$ cat src/rtl/core/nmea_gga_pkg.sv
// Package for the GGA sentence time extractor: parse phases, character codes,
// field limits and the small helper functions used by the core.
// No dependencies.
package nmea_gga_pkg;

  typedef logic [7:0] byte_t;
  typedef logic [3:0] nibble_t;
  typedef logic [5:0] dial_t;

  typedef enum logic [3:0] {
    PH_HUNT   = 4'd0,
    PH_HDR1   = 4'd1,
    PH_HDR2   = 4'd2,
    PH_HDR3   = 4'd3,
    PH_HDR4   = 4'd4,
    PH_HDR5   = 4'd5,
    PH_COMMA  = 4'd6,
    PH_TIME   = 4'd7,
    PH_STAR   = 4'd8,
    PH_HEX_HI = 4'd9,
    PH_HEX_LO = 4'd10
  } phase_t;

  localparam byte_t CH_DOLLAR = 8'h24;
  localparam byte_t CH_G      = 8'h47;
  localparam byte_t CH_P      = 8'h50;
  localparam byte_t CH_A      = 8'h41;
  localparam byte_t CH_COMMA  = 8'h2C;
  localparam byte_t CH_STAR   = 8'h2A;
  localparam byte_t HEX_DIGIT_TOP = 8'h39;
  localparam byte_t HEX_ALPHA_BIAS = 8'h37;

  localparam int FIELD_MAX   = 16;
  localparam int TIME_DIGITS = 6;
  localparam int LONG_FIELD  = 7;
  localparam int HALF_DAY    = 12;
  localparam int DIAL_MAX    = 59;

  localparam logic [2:0] STEP_OF_QUARTER [16] = '{
    3'd0, 3'd0, 3'd0, 3'd1, 3'd1, 3'd1, 3'd2, 3'd2,
    3'd2, 3'd3, 3'd3, 3'd3, 3'd4, 3'd4, 3'd4, 3'd0
  };

  function automatic byte_t header_char(phase_t ph);
    byte_t ch;
    unique case (ph)
      PH_HDR1: ch = CH_G;
      PH_HDR2: ch = CH_P;
      PH_HDR3: ch = CH_G;
      PH_HDR4: ch = CH_G;
      PH_HDR5: ch = CH_A;
      default: ch = CH_DOLLAR;
    endcase
    return ch;
  endfunction

  function automatic nibble_t hex_nibble(byte_t ch);
    byte_t adj;
    adj = (ch > HEX_DIGIT_TOP) ? ch - HEX_ALPHA_BIAS : ch;
    return adj[3:0];
  endfunction

endpackage

$ cat src/rtl/core/nmea_gga_time_extractor_unit.sv
// Top level of the GGA sentence time extractor: header match, XOR checksum,
// time field capture with 12-hour conversion, and the registered result stage.
// Depends on nmea_gga_pkg.
// The result register loads when its second checksum byte transfers.
// Throughput: one byte per cycle; bytes that end no sentence keep flowing while a
// result waits; the second checksum byte waits only while the result register is full.
// Reset: synchronous active-low rst_n; phase hunts for '$', all state but the result
// data registers zero, timezone offset 4.
module nmea_gga_time_extractor_unit (
  input  logic                  clk,
  input  logic                  rst_n,
  input  logic                  cfg_wr_en,
  input  nmea_gga_pkg::nibble_t cfg_wr_data,
  input  logic                  in_valid,
  output logic                  in_ready,
  input  nmea_gga_pkg::byte_t   in_rx_byte,
  output logic                  out_valid,
  input  logic                  out_ready,
  output nmea_gga_pkg::dial_t   out_hour_position,
  output nmea_gga_pkg::dial_t   out_minute_value,
  output nmea_gga_pkg::dial_t   out_second_value,
  output logic                  out_checksum_ok
);
  import nmea_gga_pkg::*;

  phase_t  phase_r, phase_nxt;
  logic [4:0] fofs_r, fofs_nxt;
  nibble_t digits_r [TIME_DIGITS];
  nibble_t digits_nxt [TIME_DIGITS];
  byte_t   xor_r, xor_nxt;
  byte_t   saved_xor_r, saved_xor_nxt;
  nibble_t rx_hi_r, rx_hi_nxt;
  dial_t   held_hour_r, held_hour_nxt;
  dial_t   held_min_r, held_min_nxt;
  dial_t   held_sec_r, held_sec_nxt;
  nibble_t tz_r;
  logic    out_valid_r, out_valid_nxt;
  dial_t   out_hour_r, out_min_r, out_sec_r;
  logic    out_ok_r;

  logic       accept, result_fire, ok;
  byte_t      h_raw, h_a, h_b, mn_raw, sc_raw;
  logic [8:0] h_diff;
  logic       tens_one;
  nibble_t    ones;
  dial_t      mn, sc, pos;
  logic [9:0] hr5;
  byte_t      rx_check;

  assign in_ready = !out_valid_r || out_ready || (phase_r != PH_HEX_LO);
  assign accept   = in_valid && in_ready;

  always_comb begin
    h_raw    = 8'(digits_r[0]) * 8'd10 + 8'(digits_r[1]);
    mn_raw   = 8'(digits_r[2]) * 8'd10 + 8'(digits_r[3]);
    sc_raw   = 8'(digits_r[4]) * 8'd10 + 8'(digits_r[5]);
    h_a      = (h_raw > 8'(HALF_DAY)) ? h_raw - 8'(HALF_DAY) : h_raw;
    h_b      = (h_a <= 8'(tz_r)) ? h_a + 8'(HALF_DAY) : h_a;
    h_diff   = {1'b0, h_b} - 9'(tz_r);
    tens_one = h_diff[8] || (h_diff[7:0] > 8'd9);
    ones     = tens_one ? 4'(h_diff - 9'd10) : h_diff[3:0];
    mn       = (mn_raw > 8'(DIAL_MAX)) ? 6'(DIAL_MAX) : mn_raw[5:0];
    sc       = (sc_raw > 8'(DIAL_MAX)) ? 6'(DIAL_MAX) : sc_raw[5:0];
    hr5      = 10'(h_raw) * 10'd5 + 10'(STEP_OF_QUARTER[mn[5:2]]);
    pos      = (hr5 > 10'(DIAL_MAX)) ? 6'd0 : hr5[5:0];
    rx_check = {rx_hi_r, hex_nibble(in_rx_byte)};
    ok       = (saved_xor_r == rx_check);
  end

  always_comb begin
    phase_nxt     = phase_r;
    fofs_nxt      = fofs_r;
    digits_nxt    = digits_r;
    xor_nxt       = xor_r;
    saved_xor_nxt = saved_xor_r;
    rx_hi_nxt     = rx_hi_r;
    held_hour_nxt = held_hour_r;
    held_min_nxt  = held_min_r;
    held_sec_nxt  = held_sec_r;
    result_fire   = 1'b0;
    if (accept) begin
      if (in_rx_byte != CH_STAR) begin
        xor_nxt = xor_r ^ in_rx_byte;
      end
      unique case (phase_r)
        PH_HDR1, PH_HDR2, PH_HDR3, PH_HDR4, PH_HDR5: begin
          phase_nxt = (in_rx_byte == header_char(phase_r)) ?
                      phase_t'(4'(phase_r) + 4'd1) : PH_HUNT;
        end
        PH_COMMA: begin
          fofs_nxt  = '0;
          phase_nxt = (in_rx_byte == CH_COMMA) ? PH_TIME : PH_HUNT;
        end
        PH_TIME: begin
          if (in_rx_byte == CH_COMMA) begin
            if (fofs_r > 5'(LONG_FIELD)) begin
              digits_nxt[0] = {3'd0, tens_one};
              digits_nxt[1] = ones;
            end
            fofs_nxt  = '0;
            phase_nxt = PH_STAR;
          end else if (fofs_r < 5'(FIELD_MAX)) begin
            if (fofs_r < 5'(TIME_DIGITS)) begin
              digits_nxt[fofs_r[2:0]] = in_rx_byte[3:0];
            end
            fofs_nxt = fofs_r + 5'd1;
          end
        end
        PH_STAR: begin
          if (in_rx_byte == CH_STAR) begin
            saved_xor_nxt = xor_r;
            phase_nxt     = PH_HEX_HI;
          end
        end
        PH_HEX_HI: begin
          rx_hi_nxt = hex_nibble(in_rx_byte);
          phase_nxt = PH_HEX_LO;
        end
        PH_HEX_LO: begin
          if (ok) begin
            held_hour_nxt = pos;
            held_min_nxt  = mn;
            held_sec_nxt  = sc;
          end
          for (int i = 0; i < TIME_DIGITS; i++) begin
            digits_nxt[i] = '0;
          end
          phase_nxt   = PH_HUNT;
          result_fire = 1'b1;
        end
        default: begin
          phase_nxt = (in_rx_byte == CH_DOLLAR) ? PH_HDR1 : PH_HUNT;
          xor_nxt   = '0;
        end
      endcase
    end
    out_valid_nxt = (out_valid_r && !out_ready) || result_fire;
  end

  always_ff @(posedge clk) begin
    if (!rst_n) begin
      phase_r     <= PH_HUNT;
      fofs_r      <= '0;
      for (int i = 0; i < TIME_DIGITS; i++) begin
        digits_r[i] <= '0;
      end
      xor_r       <= '0;
      saved_xor_r <= '0;
      rx_hi_r     <= '0;
      held_hour_r <= '0;
      held_min_r  <= '0;
      held_sec_r  <= '0;
      tz_r        <= 4'd4;
      out_valid_r <= 1'b0;
    end else begin
      phase_r     <= phase_nxt;
      fofs_r      <= fofs_nxt;
      digits_r    <= digits_nxt;
      xor_r       <= xor_nxt;
      saved_xor_r <= saved_xor_nxt;
      rx_hi_r     <= rx_hi_nxt;
      held_hour_r <= held_hour_nxt;
      held_min_r  <= held_min_nxt;
      held_sec_r  <= held_sec_nxt;
      out_valid_r <= out_valid_nxt;
      if (cfg_wr_en) begin
        tz_r <= cfg_wr_data;
      end
    end
  end

  always_ff @(posedge clk) begin
    if (result_fire) begin
      out_hour_r <= held_hour_nxt;
      out_min_r  <= held_min_nxt;
      out_sec_r  <= held_sec_nxt;
      out_ok_r   <= ok;
    end
  end

  assign out_valid         = out_valid_r;
  assign out_hour_position = out_hour_r;
  assign out_minute_value  = out_min_r;
  assign out_second_value  = out_sec_r;
  assign out_checksum_ok   = out_ok_r;

endmodule

$ cat config.mk
export PLATFORM = sky130hd
export DESIGN_NAME = nmea_gga_time_extractor_unit
export DESIGN_NICKNAME = d
export VERILOG_FILES = /design/src/rtl/core/nmea_gga_pkg.sv /design/src/rtl/core/nmea_gga_time_extractor_unit.sv
export SDC_FILE = /design/constraint.sdc
export NUM_CORES = 1
export LEC_CHECK = 0
export BUFFER_PORTS_ARGS = -buffer_cell sky130_fd_sc_hd__clkbuf_2
export CAP_MARGIN = 20
export CORE_ASPECT_RATIO = 1.1
export CORE_MARGIN = 4
export CORE_UTILIZATION = 26
export DETAILED_ROUTE_END_ITERATION = 10
export GPL_ROUTABILITY_DRIVEN = 0
export SETUP_SLACK_MARGIN = 0.4
export SYNTH_ARGS = -nofsm -noshare
export SYNTH_HDL_FRONTEND = slang
export SYNTH_SLANG_ARGS = --single-unit
$ cat constraint.sdc
create_clock -name clk -period 7.1 [get_ports clk]
set_clock_uncertainty 0.15 [all_clocks]
set_input_delay 0 -clock clk [delete_from_list [all_inputs] [get_ports clk]]
set_output_delay 0 -clock clk [all_outputs]
set_load 0.01 [all_outputs]
==> flow_summary.yaml <==
run_status:
  run_status: "finished clean"
die:
  die_height_um: 174
  fp.dieArea_mm2: 0.0275
  std_cell_rows: 60
  die_x_um: 158
  top_level_ports: 38
  core_area_mm2: 0.0245
  initial_utilization_pct: 26.5
clock_tree:
  clk_pin_slew_ns: 0.07
  clockBufferDepth: 2
  cts_tree: "yes"
  clock_latency_ns: 0.34
  post_cts.repair.setup_buffers: 0
  cts_buffers: 9
  cts.sink_count: 95
  clock-root-buffer: "clkbuf_16"
  htree_num_levels: 3
synth:
  yosys.cell_types.count: 76
  syn_area_per_cell_um2: 8.84
  mappedNetlistNets: 821
  synth-seq-area-share_pct: 32.3
  synth.ff_latch_count: 95
  synth_edf_count: 19
  synth_top_flop_cell: "dfxtp_1"
  mapped_cells: 733
  share_of_flip_flops_with_an_asynchronous_set_or_reset_pct: 0
  syn-cell-area_mm2: 0.00648
  synthesis.yosys.warnings: 0
setup_path:
  path_buf_inv: 2
  worst-setup-path-type: "flip-flop to flip-flop"
  critical-path-top-delay-family: "compound AO/OA/AOI/OAI gates"
  endpoint_arrival_time_on_the_critical_path_ns: 6.29
  worst_ep_required_time_ns: 7.16
  timing.critical_path.slowest_cell_delay_ns: 0.57
  cp_cell_sequence: "ha_1 -> ha_1 -> inv_1 -> fa_1 -> nor3_2 -> a21boi_0 -> o311a_1 -> mux2i_1 -> inv_1 -> ha_1 -> a21oi_1 -> a41oi_1 -> nor2_1 -> xnor2_1 -> ha_1 -> a21o_1 -> a21oi_1 -> a21bo_2 -> a2111oi_2 -> o211a_4 -> or4_1 -> o2111ai_1"
  critical_path.startpoint_type: "flip-flop"
  timing.critical_path.fanout_max: 11
  critPathSlowestCell: "fa_1"
  critical-path-top-cell-by-count: "ha_1"
  r2r-start: "digits_r[23]"
  critPathCaptureType: "flip-flop"
  ff2ff_setup_slack_ns: 0.87
  worst_r2r_path_depth: 22
  regToRegEndpoint: "digits_r[17]"
detailed_routing:
  drtPass1Iterations: 4
  drcViolationCount: 0
  vias_per_cell: 4.83
  routedWlPerCell_um: 13.1
  postRouteAntennaNets: 0
  via_count: 5234
  finalWirelength_um: 14200
  drtIter0Drc: 232
min_path:
  hold_path_startpoint: "in_rx_byte[1]"
  worst_hold_path.endpoint: "digits_r[1]"
  min_path_type: "input port to flip-flop"
  min_delay_path_depth: 3
global_routing:
  grt_pass1_wl_um: 24600
  antenna_found_initial: 0
  grt.met3_usage_pct: 1.77
  largest_net_degree_at_the_start_of_global_routing: 47
  grt_overflow: 0
  track_usage_pct: 10.7
  number_of_global_route_vias_before_repair: 5079
  grt_busiest_layer: "met2"
  gr-usage-met2_pct: 16.8
  use_met1_pct: 15.3
power_and_ir_drop:
  power.density_mw_per_mm2: 151
  power.static_leakage_nw: 3.13
  peakVddDrop_uv: 87.8
cells_and_area:
  antenna_cells_inserted: 0
  area.sequential_mm2: 0.00209
  final_layout_size_suffix_gt1_share_pct: 9.82
  multi_input_combinational_cell_area_mm2: 0.00407
  fill_cells: 2611
  final_stage_net_count: 857
  area.growth.synth_to_final_pct: 14.0
  final_area_mm2: 0.00738
sta:
  worst_slew_pin_slew_ns: 1.03
  timing.final.crit_share_pct: 87.8
  final_setup_viols: 0
  timing.final.crit_period_ns: 6.23
  max_slew_margin_pct: 31.1
  report.final.hold_viol_count: 0
  timing_max_transition_violations_final: 0
  fin_setup_tns_ns: 0
  setup_repair_after_global_routing_missed_its_margin: "no"
  max_freq_mhz: 160
placed_design:
  port_buffers: 37
  dpl.hpwl_um: 10400
  dpl-instance-area_mm2: 0.00694
job:
  drv_cap: 0
## metrics by stage
stage | power [mW] | util [%] | hold slack (ns) | std cells | setup WS [ns]
3_3_place_gp | 0.657 | 28.4 | 0.0830 | 1053 | 1.02
6_report | 1.12 | 30.2 | 0.0311 | 1084 | 0.865
4_1_cts | 1.14 | 30.2 | 0.0193 | 1084 | 0.828
3_5_place_dp | 0.658 | 28.4 | 0.0954 | 1053 | 0.837
2_1_floorplan | 0.633 | - | -0.0196 | 733 | 1.60
5_1_grt | 1.17 | 30.2 | 0.0429 | 1084 | 0.414
## how the worst max path moves through the flow
stage | to | slack (ns) | startpoint | cells past startpoint
3_3_place_gp | digits_r[19] | 1.02 | digits_r[23] | 22
3_5_place_dp | digits_r[17] | 0.84 | digits_r[23] | 22
6_report | digits_r[17] | 0.87 | digits_r[23] | 22
2_1_floorplan | digits_r[19] | 1.60 | digits_r[23] | 24
5_1_grt | held_hour_r[3] | 0.41 | digits_r[15] | 24
4_1_cts | digits_r[19] | 0.83 | digits_r[23] | 22
## report_power, final
group          internal [mW]  switching (mW)
Clock                  0.245           0.220
Combinational         0.0405          0.0583
Sequential             0.552         0.00312
Total                  0.837           0.281
## registers in the layout, summed over array words and instances (netlist names), 4 cells and up
signal	flops
out_second_value	6
digits_r	24
saved_xor_r	8
held_hour_r	6
phase_r	4
held_sec_r	6
out_minute_value	6
xor_r	8
rx_hi_r	4
out_hour_position	6
held_min_r	6
fofs_r	5
tz_r	4
## cell families (layout without fill, tap and decap cells)
logic type / count (synthesis) / count (layout) / share of synthesized area, %
and+or+nand+nor: 232 / 232 / 17.3
DFF: 95 / 95 / 32.3
muxes: 19 / 19 / 2.96
xor gates and xnor gates: 55 / 55 / 8.00
adders and majority gates: 74 / 74 / 15.1
buffers and inverters: 80 / 121 / 4.89
AOI/OAI and AO/OA: 178 / 178 / 19.4
## layout by cell type, fill, tap and decap left out, types with 8 or more instances in the layout
cell	synthesis	final
nand2_1	56	56
nand3_1	13	13
dfxtp_1	76	76
a22oi_1	23	23
fa_1	8	8
nor2_1	77	76
nor3_1	17	17
nor2b_1	10	10
xnor2_1	33	33
xor2_1	18	18
a31oi_1	12	12
dlygate4sd3_1	0	15
o21ai_0	21	21
edfxtp_1	19	19
clkbuf_2	0	37
a21o_1	15	15
clkbuf_16	0	9
a21oi_1	39	38
inv_1	51	51
mux2i_1	18	18
and2_1	18	18
ha_1	63	63
o22ai_1	8	8
## area by class of cell
cell class	count	area share (%)
Clock inverter	7	0.864
Clock buffer	9	3.05
Multi-Input combinational cell	558	55.2
Inverter	51	2.59
Sequential cell	95	28.3
Tap cell	310	5.25
Timing Repair Buffer	54	4.74
## routing by layer
layer / vias to the layer above / part of all wire, %
li1: 2691 / -
met1: 2442 / 50
met2: 88 / 45
met3: 13 / 3.8
met4: 0 / 1.3
met5: - / 0
## worst reg2reg max path, delay by kind of cell (launching register included)
kind / cells / cell delay, ns
buffers and inverters: 2 / 0.16
and+or+nand+nor: 3 / 0.66
AOI/OAI and AO/OA: 10 / 2.43
muxes: 1 / 0.35
xor gates and xnor gates: 1 / 0.20
DFF: 1 / 0.50
adders and majority gates: 5 / 1.67
## Yosys cell counts, types with 18 or more instances
| library cell | n | share of area, % |
|---|---|---|
| inv_1 | 51 | 3.0 |
| and2_1 | 18 | 1.7 |
| dfxtp_1 | 76 | 23 |
| nor2_1 | 77 | 4.5 |
| nand2_1 | 56 | 3.2 |
| mux2i_1 | 18 | 2.8 |
| a21oi_1 | 39 | 3.0 |
| edfxtp_1 | 19 | 8.8 |
| clkbuf_1 | 20 | 1.2 |
| xnor2_1 | 33 | 4.5 |
| a22oi_1 | 23 | 2.7 |
| o21ai_0 | 21 | 1.6 |
| ha_1 | 63 | 12 |
| xor2_1 | 18 | 2.4 |
## repair_timing
item	4_1_cts	5_1_grt
hold endpoints to repair	9	0
gates resized for setup	0	1
setup endpoints to repair	0	4
hold buffers	15	0
No activity file was read; power rests on OpenSTA's default activity.
